### config.mk
export PLATFORM = sky130hd
export DESIGN_NAME = double_ended_queue
export DESIGN_NICKNAME = d
export VERILOG_FILES = /design/src/rtl/dq_pkg.sv /design/src/rtl/dq_ram.sv /design/src/rtl/dq_ctrl.sv /design/src/rtl/dq_dpath.sv /design/src/rtl/double_ended_queue.sv
export SDC_FILE = /design/constraint.sdc
export NUM_CORES = 1
export LEC_CHECK = 0
export ABC_CLOCK_PERIOD_IN_PS = 4500
export BUFFER_PORTS_ARGS = -buffer_cell sky130_fd_sc_hd__buf_2
export CORE_MARGIN = 2
export CORE_UTILIZATION = 29
export DETAILED_ROUTE_END_ITERATION = 7
export GPL_ROUTABILITY_DRIVEN = 0
export HOLD_SLACK_MARGIN = 0.12
export SLEW_MARGIN = 30
export SYNTH_ARGS = -nofsm -noshare
export SYNTH_HDL_FRONTEND = slang
export SYNTH_SLANG_ARGS = --single-unit
### constraint.sdc
create_clock -name i_clk -period 4.5 [get_ports i_clk]
set_input_delay 0.45 -clock i_clk [delete_from_list [all_inputs] [get_ports i_clk]]
set_output_delay 0.45 -clock i_clk [all_outputs]
set_load 0.01 [all_outputs]
### src/rtl/dq_pkg.sv
// ----------------------------------------------------------------------------
// Deque package
// Shared sizes, command and status codes, and the controller command bundle.
// ----------------------------------------------------------------------------
package dq_pkg;

    // Storage geometry.
    localparam int DEPTH      = 16;
    localparam int WORD_WIDTH = 32;

    // Index, count and wrap-sum widths follow from the depth.
    localparam int IDX_W = (DEPTH > 1) ? $clog2(DEPTH) : 1;
    localparam int CNT_W = $clog2(DEPTH + 1);
    localparam int SUM_W = CNT_W + 1;

    // Fixed port field widths.
    localparam int CMD_W    = 3;
    localparam int IN_W     = 32;
    localparam int OUT_W    = 32;
    localparam int ECOUNT_W = 5;
    localparam int STAT_W   = 2;

    // Command codes. Codes above the peek-right code are ignored.
    localparam logic [CMD_W-1:0] CMD_PUSH_R = 3'd0;
    localparam logic [CMD_W-1:0] CMD_POP_L  = 3'd1;
    localparam logic [CMD_W-1:0] CMD_POP_R  = 3'd2;
    localparam logic [CMD_W-1:0] CMD_PEEK_L = 3'd3;
    localparam logic [CMD_W-1:0] CMD_PEEK_R = 3'd4;

    // Result status codes.
    localparam logic [STAT_W-1:0] ST_OK    = 2'd0;
    localparam logic [STAT_W-1:0] ST_UNDER = 2'd1;
    localparam logic [STAT_W-1:0] ST_OVER  = 2'd2;

    // Commands from the controller to the datapath.
    typedef struct packed {
        logic accept;    // a command beat is taken this cycle
        logic load_out;  // capture the result into the output register
    } t_ctl_cmd;

endpackage

### src/rtl/dq_ram.sv
// ----------------------------------------------------------------------------
// Generic RAM
// One write port and one read port with registered read data.
// ----------------------------------------------------------------------------
module dq_ram #(
    parameter int WIDTH = 32,
    parameter int DEPTH = 16
) (
    input  logic                                   i_clk,
    input  logic                                   i_we,
    input  logic [((DEPTH > 1) ? $clog2(DEPTH) : 1)-1:0] i_waddr,
    input  logic [WIDTH-1:0]                       i_wdata,
    input  logic                                   i_re,
    input  logic [((DEPTH > 1) ? $clog2(DEPTH) : 1)-1:0] i_raddr,
    output logic [WIDTH-1:0]                       o_rdata
);

    logic [WIDTH-1:0] r_mem [DEPTH];
    logic [WIDTH-1:0] r_rdata;

    // Write and registered read.
    always_ff @(posedge i_clk) begin
        if (i_we) begin
            r_mem[i_waddr] <= i_wdata;
        end
        if (i_re) begin
            r_rdata <= r_mem[i_raddr];
        end
    end

    assign o_rdata = r_rdata;

endmodule

### src/rtl/dq_ctrl.sv
// ----------------------------------------------------------------------------
// Deque controller
// Sequences each command through accept and read-back, and owns the output
// valid flag.
// ----------------------------------------------------------------------------
module dq_ctrl (
    input  logic              i_clk,
    input  logic              i_rst_n,
    input  logic              i_in_valid,
    output logic              o_in_stall,
    output logic              o_out_valid,
    input  logic              i_out_stall,
    output dq_pkg::t_ctl_cmd  o_cmd
);
    import dq_pkg::*;

    typedef enum logic [0:0] {
        S_IDLE,
        S_READ
    } t_state;

    t_state r_state;
    logic   r_out_valid;
    logic   can_take;
    logic   accept;
    logic   out_taken;

    // A command is taken only when the output register will be free for it.
    assign out_taken = r_out_valid && !i_out_stall;
    assign can_take  = (r_state == S_IDLE) && (!r_out_valid || !i_out_stall);
    assign accept    = i_in_valid && can_take;

    assign o_in_stall   = !can_take;
    assign o_out_valid  = r_out_valid;
    assign o_cmd.accept   = accept;
    assign o_cmd.load_out = (r_state == S_READ);

    // State and output valid flag.
    always_ff @(posedge i_clk) begin
        if (!i_rst_n) begin
            r_state     <= S_IDLE;
            r_out_valid <= 1'b0;
        end else begin
            case (r_state)
                S_IDLE: begin
                    if (out_taken) begin
                        r_out_valid <= 1'b0;
                    end
                    if (accept) begin
                        r_state <= S_READ;
                    end
                end
                S_READ: begin
                    r_out_valid <= 1'b1;
                    r_state     <= S_IDLE;
                end
                default: begin
                    r_state <= S_IDLE;
                end
            endcase
        end
    end

    // An accepted command is always followed by its read-back cycle.
    a_accept_then_read: assert property (@(posedge i_clk) disable iff (!i_rst_n)
        accept |=> (r_state == S_READ))
        else $error("accepted command not followed by read-back");

    // The output register must be empty when a result is loaded.
    a_load_into_free: assert property (@(posedge i_clk) disable iff (!i_rst_n)
        (r_state == S_READ) |-> !r_out_valid)
        else $error("result loaded over a pending beat");

    // A new output beat appears only right after a read-back cycle.
    a_valid_from_read: assert property (@(posedge i_clk) disable iff (!i_rst_n)
        $rose(r_out_valid) |-> $past(r_state == S_READ))
        else $error("output valid rose without a read-back");

endmodule

### src/rtl/dq_dpath.sv
// ----------------------------------------------------------------------------
// Deque datapath
// Head pointer, entry count, slot store and the output register.
// ----------------------------------------------------------------------------
module dq_dpath (
    input  logic                          i_clk,
    input  logic                          i_rst_n,
    input  dq_pkg::t_ctl_cmd              i_cmd,
    input  logic [dq_pkg::CMD_W-1:0]      i_command,
    input  logic [dq_pkg::IN_W-1:0]       i_push_value,
    output logic [dq_pkg::OUT_W-1:0]      o_read_value,
    output logic                          o_now_empty,
    output logic [dq_pkg::ECOUNT_W-1:0]   o_entry_count,
    output logic [dq_pkg::STAT_W-1:0]     o_status
);
    import dq_pkg::*;

    logic [IDX_W-1:0]      r_head;
    logic [CNT_W-1:0]      r_count;
    logic [IDX_W-1:0]      n_head;
    logic [CNT_W-1:0]      n_count;

    logic                  r_rd_use;
    logic [STAT_W-1:0]     r_status;
    logic                  n_rd_use;
    logic [STAT_W-1:0]     n_status;

    logic [OUT_W-1:0]      r_out_value;
    logic                  r_out_empty;
    logic [ECOUNT_W-1:0]   r_out_count;
    logic [STAT_W-1:0]     r_out_status;

    logic                  is_push;
    logic                  is_pop_l;
    logic                  is_pop_r;
    logic                  is_peek_l;
    logic                  is_left;
    logic                  is_read;
    logic                  full;
    logic                  empty;
    logic [SUM_W-1:0]      sum_tail;
    logic [SUM_W-1:0]      sum_last;
    logic [IDX_W-1:0]      tail_pos;
    logic [IDX_W-1:0]      last_pos;
    logic [IDX_W-1:0]      rd_addr;
    logic                  ram_we;
    logic                  ram_re;
    logic [WORD_WIDTH-1:0] ram_q;

    // Command decode.
    assign is_push   = (i_command == CMD_PUSH_R);
    assign is_pop_l  = (i_command == CMD_POP_L);
    assign is_pop_r  = (i_command == CMD_POP_R);
    assign is_peek_l = (i_command == CMD_PEEK_L);
    assign is_left   = is_pop_l || is_peek_l;
    assign is_read   = is_pop_l || is_pop_r || is_peek_l || (i_command == CMD_PEEK_R);

    assign full  = (r_count == CNT_W'(DEPTH));
    assign empty = (r_count == '0);

    // Slot positions: the free slot past the right end and the rightmost entry.
    assign sum_tail = SUM_W'(r_head) + SUM_W'(r_count);
    assign sum_last = sum_tail - SUM_W'(1);
    assign tail_pos = (sum_tail >= SUM_W'(DEPTH)) ? IDX_W'(sum_tail - SUM_W'(DEPTH))
                                                  : IDX_W'(sum_tail);
    assign last_pos = (sum_last >= SUM_W'(DEPTH)) ? IDX_W'(sum_last - SUM_W'(DEPTH))
                                                  : IDX_W'(sum_last);
    assign rd_addr  = is_left ? r_head : last_pos;

    assign ram_we = i_cmd.accept && is_push && !full;
    assign ram_re = i_cmd.accept && is_read && !empty;

    // Next pointer, count and pending result fields.
    always_comb begin
        n_head   = r_head;
        n_count  = r_count;
        n_rd_use = 1'b0;
        n_status = ST_OK;
        if (is_push) begin
            if (full) begin
                n_status = ST_OVER;
            end else begin
                n_count = r_count + CNT_W'(1);
            end
        end else if (is_read) begin
            if (empty) begin
                n_status = ST_UNDER;
            end else begin
                n_rd_use = 1'b1;
                if (is_pop_l) begin
                    n_head  = (r_head == IDX_W'(DEPTH - 1)) ? '0 : r_head + IDX_W'(1);
                    n_count = r_count - CNT_W'(1);
                end else if (is_pop_r) begin
                    n_count = r_count - CNT_W'(1);
                end
            end
        end
    end

    // Pointer and count registers.
    always_ff @(posedge i_clk) begin
        if (!i_rst_n) begin
            r_head  <= '0;
            r_count <= '0;
        end else if (i_cmd.accept) begin
            r_head  <= n_head;
            r_count <= n_count;
        end
    end

    // Pending result fields, held until the read data returns.
    always_ff @(posedge i_clk) begin
        if (i_cmd.accept) begin
            r_rd_use <= n_rd_use;
            r_status <= n_status;
        end
    end

    // Output register.
    always_ff @(posedge i_clk) begin
        if (i_cmd.load_out) begin
            r_out_value  <= r_rd_use ? OUT_W'(ram_q) : '0;
            r_out_empty  <= (r_count == '0);
            r_out_count  <= ECOUNT_W'(r_count);
            r_out_status <= r_status;
        end
    end

    // Slot store.
    dq_ram #(
        .WIDTH (WORD_WIDTH),
        .DEPTH (DEPTH)
    ) u_store (
        .i_clk   (i_clk),
        .i_we    (ram_we),
        .i_waddr (tail_pos),
        .i_wdata (WORD_WIDTH'(i_push_value)),
        .i_re    (ram_re),
        .i_raddr (rd_addr),
        .o_rdata (ram_q)
    );

    assign o_read_value  = r_out_value;
    assign o_now_empty   = r_out_empty;
    assign o_entry_count = r_out_count;
    assign o_status      = r_out_status;

    // The count never passes the capacity.
    a_count_bound: assert property (@(posedge i_clk) disable iff (!i_rst_n)
        r_count <= CNT_W'(DEPTH))
        else $error("entry count exceeds capacity");

    // The head does not move unless a command is accepted.
    a_head_moves: assert property (@(posedge i_clk) disable iff (!i_rst_n)
        !i_cmd.accept |=> $stable(r_head))
        else $error("head moved without a command");

endmodule

### src/rtl/double_ended_queue.sv
// ----------------------------------------------------------------------------
// Double-ended queue
// Bounded deque in a circular buffer: push right, pop or peek at either end,
// one result beat per command.
// ----------------------------------------------------------------------------
//  Channel  Direction  Handshake                  Payload
//  in       input      i_in_valid / o_in_stall    i_command, i_push_value
//  out      output     o_out_valid / i_out_stall  o_read_value, o_now_empty,
//                                                 o_entry_count, o_status
//
//  Each command first updates the head and count and addresses the slot
//  store, then loads the registered store read into the output
//  register.
//  Reset clears the head, the count and the output valid flag; the slot
//  store contents are unknown until written.
//  A result beat waits in the output register while o_out_valid is stalled;
//  the next command is taken once that beat leaves or in the cycle it leaves.
// ----------------------------------------------------------------------------
module double_ended_queue (
    input  logic                          i_clk,
    input  logic                          i_rst_n,
    input  logic                          i_in_valid,
    output logic                          o_in_stall,
    input  logic [dq_pkg::CMD_W-1:0]      i_command,
    input  logic [dq_pkg::IN_W-1:0]       i_push_value,
    output logic                          o_out_valid,
    input  logic                          i_out_stall,
    output logic [dq_pkg::OUT_W-1:0]      o_read_value,
    output logic                          o_now_empty,
    output logic [dq_pkg::ECOUNT_W-1:0]   o_entry_count,
    output logic [dq_pkg::STAT_W-1:0]     o_status
);
    import dq_pkg::*;

    t_ctl_cmd ctl_cmd;

    // Sequencing.
    dq_ctrl u_ctrl (
        .i_clk       (i_clk),
        .i_rst_n     (i_rst_n),
        .i_in_valid  (i_in_valid),
        .o_in_stall  (o_in_stall),
        .o_out_valid (o_out_valid),
        .i_out_stall (i_out_stall),
        .o_cmd       (ctl_cmd)
    );

    // Storage and result datapath.
    dq_dpath u_dpath (
        .i_clk         (i_clk),
        .i_rst_n       (i_rst_n),
        .i_cmd         (ctl_cmd),
        .i_command     (i_command),
        .i_push_value  (i_push_value),
        .o_read_value  (o_read_value),
        .o_now_empty   (o_now_empty),
        .o_entry_count (o_entry_count),
        .o_status      (o_status)
    );

endmodule

# == Yosys cells after proc, flatten, opt, wreduce, memory -nomap -nowiden ==
# Memory sizes are Yosys's and may differ from the RTL's. A register that Yosys moved wholly into a read port is not among the register bits.
# Cells that the tools add are included.
# op_classes
addsub,7
magnitude_cmp,2
n_eq_ne,9
muxes,21
bitwise_logic,4
reduce_logical,24
# op_table
op,count
$mux W5,6
$mux W4,4
$ge A6 B5 Y1 const B,2
$reduce_and A5 Y1,2
$sub A4 B1 Y4 const B,2
$logic_and A1 B1 Y1,7
$add A4 B5 Y6,1
$eq A3 B2 Y1 const B,2
$mux W1,6
$mux W2,3
$sub A6 B1 Y6 const B,1
$add A5 B1 Y5 const B,1
$eq A5 B5 Y1 const B,1
$logic_not A1 Y1,5
$logic_not A5 Y1,1
$logic_or A1 B1 Y1,5
$sub A5 B1 Y5 const B,1
$add A4 B1 Y4 const B,1
$eq A4 B4 Y1 const B,1
$ne A2 B1 Y1 const B,2
$not A1 Y1,4
$pmux W1 S2,2
$eq A3 B1 Y1 const B,1
$eq A3 B3 Y1 const B,1
5 further kinds,5
# word_totals
register_bits,54
mem_bits_rw,512
wordCells,78
n_memories,1
# mem_list
memory,words,width,read_ports,rd_clocked_by_memory_dff,wr,line,text
u_dpath.u_store.r_mem,16,32,1,1,1,dq_ram.sv:18,logic [WIDTH-1:0] r_mem [DEPTH];

# == Longest topological paths before layout ==
# Gate-level depths: netlist of run 1.
# depth
depth_word,8
mapped_depth,10

# == Hierarchy ==
# A second synthesis of run 1 with hierarchy kept.
# hier_totals
cells_unflattened,1022
area_unflattened_um2,22537.9
# by_module_without_submodules
module,instances,cells_each,area_per_inst_um2
dq_ram,1,838,20155.6
dq_dpath,1,175,2290.9
dq_ctrl,1,9,91.3

# == Worst setup path before layout of run 1 ==
# Ideal clock, no wire load.
# synth_timing
path_kind,register -> register
from,register u_ctrl.r_state
to,"register u_dpath.u_store.r_rdata[0], in the netlist u_dpath.u_store.o_rdata[0] (read register of u_dpath.u_store.r_mem), enable pin"
arrival_ns,3.549
setup_slack_ns,0.490
path_stages_with_launch,4
n_path_buf,0
cell_sequence,dfxtp_1 -> a21oi_1 -> nand2_1 -> nor3_1
# synth_between
elab_chain_cells,5
# synth_lines
item,line,text
start: declaration,dq_ctrl.sv:22,t_state r_state;
start signal: assignment,dq_ctrl.sv:41,r_state <= S_IDLE;
start signal: assignment,dq_ctrl.sv:50,r_state <= S_READ;
start signal: assignment,dq_ctrl.sv:55,r_state <= S_IDLE;
$not A1 Y1,dq_ctrl.sv:30,assign can_take = (r_state == S_IDLE) && (!r_out_valid || !i_out_stall);
$logic_and A1 B1 Y1,dq_ctrl.sv:30,
$logic_and A1 B1 Y1,dq_ctrl.sv:31,assign accept = i_in_valid && can_take;
$logic_and A1 B1 Y1 (2 in series),dq_dpath.sv:71,assign ram_re = i_cmd.accept && is_read && !empty;
named net u_dpath.ram_re,dq_dpath.sv:47,logic ram_re;
end: declaration,dq_ram.sv:19,logic [WIDTH-1:0] r_rdata;
# The timed path passes the listed nets, and every way through them passes these cells.
# A chain may end at the register's enable or synchronous reset.

# == Worst setup path in the final report of run 1 ==
# layout_timing
from,register u_dpath.r_head[0]
to,"register u_dpath.u_store.r_rdata[15], in the netlist u_dpath.u_store.o_rdata[15] (read register of u_dpath.u_store.r_mem) (data pin)"
# layout_between
elab_chain_cells,5
elab_cells_between_ends,6
# layout_lines
item,line,text
start: declaration,dq_dpath.sv:18,logic [IDX_W-1:0] r_head;
start signal: assignment,dq_dpath.sv:106,r_head <= n_head;
$add A4 B5 Y6,dq_dpath.sv:62,assign sum_tail = SUM_W'(r_head) + SUM_W'(r_count);
$sub A6 B1 Y6,dq_dpath.sv:63,assign sum_last = sum_tail - SUM_W'(1);
$ge A6 B5 Y1 / $sub A4 B1 Y4 (equally long branches),dq_dpath.sv:66,assign last_pos = (sum_last >= SUM_W'(DEPTH)) ? IDX_W'(sum_last - SUM_W'(DEPTH))
$mux W4,dq_dpath.sv:66,
$mux W4 *,dq_dpath.sv:68,assign rd_addr = is_left ? r_head : last_pos;
# Every way passes the cells marked *; elsewhere a longest branch is shown, timed or not.

==> results_dict.tcl, run 1 <==
set metrics [dict create \
    clk_pin_slew_ps 60 \
    core-area_sq_mm 0.07747 \
    status "completed" \
    synth_top_area_frac 0.7774 \
    avgSynthCellArea_sq_um 23.92 \
    critPathCaptureType "flop" \
    die_w_microns 283.6 \
    p_clk_frac 0.406 \
    fin_tns_setup_ps 0 \
    synth_edf_count 587 \
    whs_ps 148.7 \
    die_h_microns 283.6 \
    syn2layout_area_growth_pct 17.27 \
    holdCritPathClass "in -> reg" \
    synthArstFlopShare 0 \
    cp.required_ps 4860 \
    drv_slew 0 \
    routed_wl_microns 49120 \
    fp.dieArea_sq_mm 0.08044 \
    period_needed_ps 3523 \
    grt_usage 0.1210 \
    dpl.hpwl_microns 25560 \
    p_switching_uw 2590 \
    r2r_setup_slack_ps 980 \
    clockBufferDepth 3 \
    grt_remaining_overflow 0 \
    fmax_ghz 0.2839 \
    swShare 0.2153 \
    cts-root-buf "clkbuf_16" \
    cts_buffers 60 \
    grt_max_degree 81 \
    dr.pass1.iters 5 \
    hold_viol_final 0 \
    multi_input_area_sq_mm 0.004743 \
    viasPerCell 4.635 \
    synth.distinct_cells 35 \
    start_util 0.2927 \
    p_leak_uw 0.008301 \
    drt_iter0_drc 825 \
    peakVddDrop_mv 0.2804 \
    relSlewSlack 0.3800 \
    h-tree-depth 2 \
    ff_latch_area_sq_mm 0.01785 \
    worstMarginPinSlew_ps 926.5 \
    syn_area_sq_mm 0.02268 \
    setup_viol 0 \
    antenna_found_initial 6 \
    drc_errors 0 \
    fin_crit_sh 0.7829 \
    ioPinCount 81 \
    clock_latency_ps 630 \
    cts_tree "built" \
    intPower_uw 9437 \
    antenna_left 0 \
    post_cts_buffers 0 \
    startpoint_type "flop" \
    finClkSkew_ps 19.73 \
    rsz0062_at_grt "false" \
    synth_seq_area_share 0.7871 \
    yosys_warnings 0 \
    cp_max_fo 80 \
    rows 102 \
    io_buffers 80 \
    maxCapViolations 0 \
    synth_area_leaders "edfxtp_1, mux4_2, dfxtp_1" \
    p_seq_frac 0.517 \
    nFillCells 7160 \
    cellPowerDensity_mw_per_mm2 452.3 \
    setup.worst_path.class "reg -> reg" \
    netlist_instances 948 \
    ys_seq_elements 598 \
    grt_pass1_wl_microns 71780 \
    drive_gt1_frac 0.3407 \
    ys.flop_type "edfxtp_1" \
    synth_top_area_cell "edfxtp_1" \
    pwr-share-comb 0.077 \
    cts_num_sinks 598 \
    arrival_ps 3880 \
    num_antenna_cells 0 \
    layout.nets 1133 \
    synth_nets 1000 \
    wl_per_cell_microns 22.67 \
    num_vias 10040 \
    first_global_vias 10490 \
]
-- routing by layer --
layer	vias up	GRT usage	wire, microns
met3	76	0.02500	2685
met1	5445	0.1628	21350
met4	6	0.02804	846
met2	251	0.2018	24200
li1	4266	-	-
met5	-	0	34
-- power by group through the flow --
stage               registers, uW  clock network (uW)  logic (uW)
finish                       6220                4880         926
global route                 6220                5220         999
CTS                          6220                5010         948
detailed placement           6340                   0         941
global placement             6340                   0         923
floorplan                    6350                   0         630
-- path summary, 6_finish.rpt --
path	from	cells after the start	to
min reg2reg	u_dpath.r_status[1]$_SDFFCE_PN0N_	0	u_dpath.o_status[1]$_DFFE_PP_
max	u_dpath.r_head[0]$_SDFFE_PN0P_	7	u_dpath.u_store.o_rdata[15]$_DFFE_PP_
min	i_out_stall	3	u_ctrl.o_out_valid$_SDFFE_PN0P_
max reg2reg	u_dpath.r_head[0]$_SDFFE_PN0P_	7	u_dpath.u_store.o_rdata[15]$_DFFE_PP_
-- repair_timing --
item | in CTS | in global routing
hold buffers | 1 | 0
endpoints found under the hold margin | 1 | 0
resized for setup | 0 | 0
-- cells in the mapped netlist (2+ instances only) --
master,number
clkbuf_1,15
mux4_2,160
or3_1,3
o21ai_0,5
inv_1,8
and3_1,5
ha_1,11
a21o_1,2
xor2_1,3
nor4_1,2
fa_1,2
a21oi_1,6
edfxtp_1,587
nand2b_1,2
buf_4,10
and2_1,34
dfxtp_1,11
buf_6,4
nor2b_1,8
xnor2_1,9
nand2_1,16
buf_2,11
mux2i_1,5
nor2_1,18
-- critical path, cell delays in order (launching register included) --
cell	delay (ps)
dfxtp_1	520
ha_1	260
fa_1	480
ha_1	350
a21oi_4	190
buf_12	370
mux4_2	450
mux4_2	470
-- registers in the layout, summed over array words and instances, names as in the netlist, 2 cells and up --
register,cells
u_dpath.o_entry_count,5
u_dpath.o_read_value,32
u_dpath.o_status,2
u_dpath.r_count,5
u_dpath.r_head,4
u_dpath.r_status,2
u_dpath.u_store.o_rdata,32
u_dpath.u_store.r_mem,512
-- kinds of logic (layout without fill, tap and decap cells) --
| kind of cell | Yosys count | after routing | synth area share |
|---|---|---|---|
| XOR/XNOR | 12 | 12 | 0.004635 |
| flip-flops | 598 | 598 | 0.7871 |
| AO/OA/AOI/OAI | 21 | 21 | 0.006622 |
| multiplexers | 165 | 165 | 0.1611 |
| buffers and inverters | 49 | 228 | 0.01170 |
| AND/OR/NAND/NOR | 90 | 90 | 0.02102 |
| adder cells (fa/ha/maj) | 13 | 13 | 0.007835 |
-- metrics by stage --
step	area [sq um]	utilization	total power, uW	worst slack [ps]	std cells
after global placement	24630	0.3179	7259	865.3	2058
after global routing	26590	0.3433	12440	868.3	2167
final	26590	0.3433	12030	977.1	2167
after floorplan	22680	-	6977	489.7	948
after detailed placement	24640	0.3180	7279	1055	2058
after CTS	26590	0.3432	12170	1028	2167
-- cells in the final DEF, fill, tap and decap left out, types with 3 or more instances in the layout --
master / count
clkbuf_1: 7
inv_1: 8
a21oi_1: 5
mux4_2: 160
clkinv_1: 12
bufinv_16: 6
buf_4: 24
xor2_1: 3
nand2_1: 16
and3_1: 5
edfxtp_1: 587
mux2i_1: 5
clkbuf_16: 60
o21ai_0: 5
nor2b_1: 8
buf_12: 7
buf_2: 80
clkinv_4: 4
dfxtp_1: 10
xnor2_1: 8
ha_1: 11
or3_1: 3
and2_1: 34
clkinv_2: 15
nor2_4: 16
-- area by class of cell --
class                      instances  share of cell area
timing repair buffer             112             0.02748
tap                             1040             0.04893
sequential                       598              0.6712
clock inverter                    41             0.01543
inverter                           8            0.001129
clock buffer                      67             0.05745
multi-input combinational        301              0.1784
Note: power is estimated with default switching activity, not from simulation.
==> run 2, diff against run 1 <==
--- a/config.mk
+++ b/config.mk
@@ -5,7 +5,7 @@
 export SDC_FILE = /design/constraint.sdc
 export NUM_CORES = 1
 export LEC_CHECK = 0
-export ABC_CLOCK_PERIOD_IN_PS = 4500
+export ABC_CLOCK_PERIOD_IN_PS = 3600
 export BUFFER_PORTS_ARGS = -buffer_cell sky130_fd_sc_hd__buf_2
 export CORE_MARGIN = 2
 export CORE_UTILIZATION = 29
==> constraint.sdc (replaced) <==
create_clock -name i_clk -period 3.6 [get_ports i_clk]
set_input_delay 0.36 -clock i_clk [delete_from_list [all_inputs] [get_ports i_clk]]
set_output_delay 0.36 -clock i_clk [all_outputs]
set_load 0.01 [all_outputs]
==> results_dict.tcl, run 2 (synthesized netlist as in run 1, its figures left out) <==
set metrics [dict create \
    status "completed" \
    h-tree-depth 2 \
    syn2layout_area_growth_pct 21.08 \
    p_clk_frac 0.415 \
    num_antenna_cells 0 \
    critPathCaptureType "flop" \
    pre_cts_ws_ps 270.7 \
    first_global_vias 10720 \
    core-area_sq_mm 0.07747 \
    io_buffers 80 \
    regMostFlops "u_dpath.u_store.r_mem" \
    cts_num_sinks 598 \
    fin_crit_sh 0.9292 \
    period_needed_ps 3345 \
    hold_viol_final 0 \
    rsz0062_at_grt "false" \
    grt_pass1_wl_microns 73720 \
    cts-root-buf "clkbuf_16" \
    fp.dieArea_sq_mm 0.08044 \
    post_cts_buffers 0 \
    holdCritPathClass "in -> reg" \
    arrival_ps 3700 \
    die_w_microns 283.6 \
    final_common_cell "edfxtp_1" \
    post-route-util 0.3544 \
    startpoint_type "flop" \
    finClkSkew_ps 38.90 \
    min_path_cells 4 \
    start_util 0.2927 \
    worstMarginPinSlew_ps 736.1 \
    num_vias 10240 \
    intPower_uw 12120 \
    fmax_ghz 0.2989 \
    dr.pass1.iters 5 \
    worst_r2r_path_depth 8 \
    setup_viol 0 \
    routed_wl_microns 50410 \
    dpl.hpwl_microns 27690 \
    maxCapViolations 0 \
    wl_per_cell_microns 22.53 \
    mostFrequentLayoutCells "edfxtp_1, mux4_2, buf_2, clkbuf_16, buf_4" \
    rows 102 \
    clk_pin_slew_ps 70 \
    swShare 0.2146 \
    drive_gt1_frac 0.3484 \
    viasPerCell 4.579 \
    drc_errors 0 \
    cp.required_ps 3960 \
    layout.nets 1199 \
    largest_reg_flops 512 \
    cp_max_fo 27 \
    layout_setup_ws_ps 254.9 \
    ff_latch_area_sq_mm 0.01785 \
    cts_buffers 60 \
    grt_usage 0.1250 \
    antenna_left 0 \
    peakVddDrop_mv 0.3929 \
    pwr-share-comb 0.082 \
    cts_tree "built" \
    clock_latency_ps 650 \
    drv_slew 0 \
    clockBufferDepth 3 \
    p_seq_frac 0.503 \
    relSlewSlack 0.5093 \
    nFillCells 7071 \
    grt_remaining_overflow 0 \
    ioPinCount 81 \
    die_h_microns 283.6 \
    setup.worst_path.class "reg -> reg" \
    antenna_found_initial 3 \
    p_leak_uw 0.008710 \
    grt_max_degree 41 \
    p_switching_uw 3311 \
    multi_input_area_sq_mm 0.004738 \
    drt_iter0_drc 987 \
    cellPowerDensity_mw_per_mm2 562.0 \
]
-- run 2: changes by cell type in the layout (fill, tap and decap cells not counted), moves of 2 or more --
cell,change
clkinv_4,-2
clkinv_16,+2
dlygate4sd3_1,+36
buf_4,+17
clkinv_1,-2
clkbuf_1,+3
clkinvlp_4,+2
bufinv_16,+3
buf_12,+13
-- run 2: layout make-up --
type | instances | area share
Clock buffer | 70 | 0.05605
Clock inverter | 42 | 0.01896
Inverter | 8 | 0.001094
Multi-Input combinational cell | 301 | 0.1726
Sequential cell | 598 | 0.6501
Tap cell | 1040 | 0.04739
Timing Repair Buffer | 178 | 0.05386
-- run 2: timing repair --
action	CTS	global route
setup endpoints to repair	0	0
hold endpoints to repair	523	0
hold buffers	37	0
resized for setup	0	0
-- run 2: final timing paths --
check                                          from                               endpoint  slack [ps]
hold reg to reg   u_dpath.r_status[0]$_SDFFCE_PP0N_          u_dpath.o_status[0]$_DFFE_PP_         420
setup / recovery     u_dpath.r_head[0]$_SDFFE_PN0P_  u_dpath.u_store.o_rdata[13]$_DFFE_PP_         250
setup reg to reg     u_dpath.r_head[0]$_SDFFE_PN0P_  u_dpath.u_store.o_rdata[13]$_DFFE_PP_         250
hold / removal                         i_command[2]        u_dpath.r_count[1]$_SDFFE_PN0P_         210
-- run 2: through the flow --
stage | instance area [sq um] | hold slack [ps] | std cells | setup TNS (ps) | total power, uW
global route | 27460 | 221.7 | 2237 | 0 | 15960
detailed placement | 25020 | 411.0 | 2088 | 0 | 9165
global placement | 25020 | 413.3 | 2088 | 0 | 9143
finish | 27460 | 205.9 | 2237 | 0 | 15430
floorplan | 22680 | 400.3 | 948 | -21130 | 8722
CTS | 27450 | 146.2 | 2237 | 0 | 15630
-- run 2: critical path, cell delays in order, from the launching register on --
cell and delay [ps]:
dfxtp_1 500, ha_1 250, fa_1 500, ha_1 360
a21oi_4 200, buf_12 210, buf_12 210, mux4_2 330
mux4_2 460
-- run 2: metal layers --
| metal | track usage | part of all wire | routed length (microns) |
|---|---|---|---|
| met5 | 0 | 0.00054 | 27 |
| met4 | 0.02884 | 0.017 | 857 |
| met3 | 0.02476 | 0.053 | 2680 |
| met2 | 0.2092 | 0.50 | 25320 |
| met1 | 0.1685 | 0.43 | 21520 |
-- run 2: power by group through the flow --
stage | Combinational, uW | Sequential (uW) | Clock (uW)
3_5_place_dp | 1250 | 7920 | 0
4_1_cts | 1290 | 7770 | 6570
6_report | 1260 | 7770 | 6400
5_1_grt | 1360 | 7770 | 6830
3_3_place_gp | 1230 | 7920 | 0
2_1_floorplan | 788 | 7930 | 0
==> run 3, diff against run 2 <==
--- a/config.mk
+++ b/config.mk
@@ -5,6 +5,7 @@
 export SDC_FILE = /design/constraint.sdc
 export NUM_CORES = 1
 export LEC_CHECK = 0
+export ABC_AREA = 1
 export ABC_CLOCK_PERIOD_IN_PS = 3600
 export BUFFER_PORTS_ARGS = -buffer_cell sky130_fd_sc_hd__buf_2
 export CORE_MARGIN = 2
==> results_dict.tcl, run 3 <==
set metrics [dict create \
    status "completed" \
    synthSimpleGateAreaFrac 0.2270 \
    r2r_start "u_dpath.r_head[0]$_SDFFE_PN0P_" \
    peakVddDrop_mv 0.3159 \
    startpoint_type "flop" \
    antenna_left 0 \
    worst_r2r_path_depth 15 \
    dpl.hpwl_microns 38540 \
    core-area_sq_mm 0.09029 \
    setup.worst_path.class "reg -> reg" \
    synthAdderAreaFrac 0.006699 \
    synth_top_area_cell "edfxtp_1" \
    die_h_microns 306.4 \
    synth_compound_area_frac 0.004057 \
    avgSynthCellArea_sq_um 10.28 \
    grt_max_degree 165 \
    maxCapViolations 0 \
    setup_viol 0 \
    r2r_setup_slack_ps 570 \
    worstMarginPinSlew_ps 850.6 \
    final_common_cell "nand2_1" \
    holdCritPathClass "in -> reg" \
    fin_tns_setup_ps 0 \
    rows 110 \
    wl_met3_microns 4266 \
    ioPinCount 81 \
    synthArstFlopShare 0 \
    critical_path.cell_chain "ha_1 -> fa_1 -> ha_1 -> inv_1 -> nand2_1 -> o21ai_4 -> buf_8 -> buf_8 -> buf_12 -> nand3_1 -> nand2_1 -> nand2_1 -> nand2_1 -> nand2_1 -> nand2_1" \
    rsz0062_at_grt "false" \
    synth_top_area_frac 0.6646 \
    synth_area_leaders "edfxtp_1, nand2_1, nand3_1" \
    start_util 0.2938 \
    finClkSkew_ps 25.26 \
    min_path_cells 1 \
    period_needed_ps 3030 \
    ys.flop_type "edfxtp_1" \
    cts_buffers 67 \
    layout.nets 2723 \
    arrival_ps 3490 \
    drv_slew 0 \
    synth_most_common_cell "nand2_1" \
    h-tree-depth 3 \
    cpMaxStageDelayCell "fa_1" \
    netlist_instances 2581 \
    worst_path_most_repeated_cell "nand2_1" \
    path_delay_family "adder cells" \
    mostFrequentLayoutCells "nand2_1, edfxtp_1, nand3_1, inv_1, buf_2" \
    drc_errors 0 \
    fmax_ghz 0.3300 \
    cts_resized 0 \
    synth_edf_count 587 \
    wl_met2_microns 32310 \
    p_leak_uw 0.01323 \
    viasPerCell 4.562 \
    cpPeakStageDelay_ps 480 \
    grt_pass1_wl_microns 105800 \
    worstSetupStartpoint "u_dpath.r_head[0]$_SDFFE_PN0P_" \
    synth.distinct_cells 26 \
    routed.top_layer "met5" \
    num_antenna_cells 0 \
    regMostFlops "u_dpath.u_store.r_mem" \
    first_global_vias 17350 \
    io_buffers 80 \
    cts_tree "built" \
    cp_max_fo 25 \
    synth_nets 2633 \
    relSlewSlack 0.4330 \
    whs_ps 146.9 \
    grt_remaining_overflow 0 \
    antenna_found_initial 3 \
    cts-root-buf "clkbuf_16" \
    dr.pass1.iters 6 \
    path_buf_inv 4 \
    critPathCaptureType "flop" \
    cellPowerDensity_mw_per_mm2 517.2 \
    die_w_microns 306.4 \
    clock_latency_ps 610 \
    synthXorXnorAreaFrac 0.0009907 \
    hold_viol_final 0 \
    power_uw 15940 \
    min_from "i_push_value[15]" \
    synth_top_family_by_area "simple AND/OR/NAND/NOR gates" \
    syn2layout_area_growth_pct 16.20 \
    wl_met1_microns 31300 \
    wl_per_cell_microns 17.80 \
    routed_wl_microns 69380 \
    cp.required_ps 4060 \
    synth_seq_area_share 0.6729 \
    ys_seq_elements 598 \
    drt_iter0_drc 1623 \
    syn_area_sq_mm 0.02652 \
    fp.dieArea_sq_mm 0.09389 \
    clockBufferDepth 3 \
    yosys_warnings 0 \
    synth_commonest_cells "nand2_1, edfxtp_1, nand3_1" \
    drive_gt1_frac 0.09776 \
    post_cts_buffers 0 \
    largest_reg_flops 512 \
    num_vias 17780 \
    cts_num_sinks 598 \
    clk_pin_slew_ps 60 \
    cp.depth 15 \
    fin_crit_sh 0.8417 \
    synth.area.mux_share 0 \
    grt_usage 0.1475 \
]
==> run 3: stage by stage <==
step           worst slack (ps)  cell area [sq um]    util  instances
5_1_grt                   310.1              30820  0.3414       3897
4_1_cts                   544.1              30820  0.3414       3897
3_3_place_gp              583.8              28680  0.3176       3770
3_5_place_dp              577.8              28740  0.3183       3773
2_1_floorplan             41.75              26530       -       2581
6_report                  569.8              30820  0.3414       3897
==> run 3: repair_timing <==
item	in CTS	in global routing
setup endpoints to repair	0	0
hold buffers	5	0
endpoints found under the hold margin	49	0
==> run 3: cell type report <==
class                           count  area, sq um
Sequential cell                   598        17850
Timing Repair Buffer              157         1289
Tap cell                         1176         1471
Multi-Input combinational cell   1406         6523
Fill cell                        9003        59470
Clock inverter                     36        275.3
Inverter                          441         1655
Clock buffer                       83         1758
==> run 3: kinds of logic after synthesis <==
logic type / Yosys count
compound gates: 17
xor+xnor: 3
buf+inv: 577
flops: 598
simple gates: 1373
fa+ha+maj: 13
==> run 3: path summary, 6_finish.rpt <==
path,to
max,u_dpath.u_store.o_rdata[6]$_DFFE_PP_
min,u_dpath.u_store.r_mem[9][15]$_DFFE_PP_
max reg2reg,u_dpath.u_store.o_rdata[6]$_DFFE_PP_
min reg2reg,u_dpath.o_status[1]$_DFFE_PP_
==> run 3: power by group <==
part           leakage (uW)  internal (uW)  switching [uW]
Sequential          0.00539           7740            30.7
Combinational       0.00684            541            1210
Clock              0.000991           3690            2720
==> run 3: metal layers <==
layer  global-route usage  vias up
met5                    0        -
met4              0.04207        6
met3              0.02661       98
met2               0.2399      523
met1               0.2015     8557
li1                     -     8594
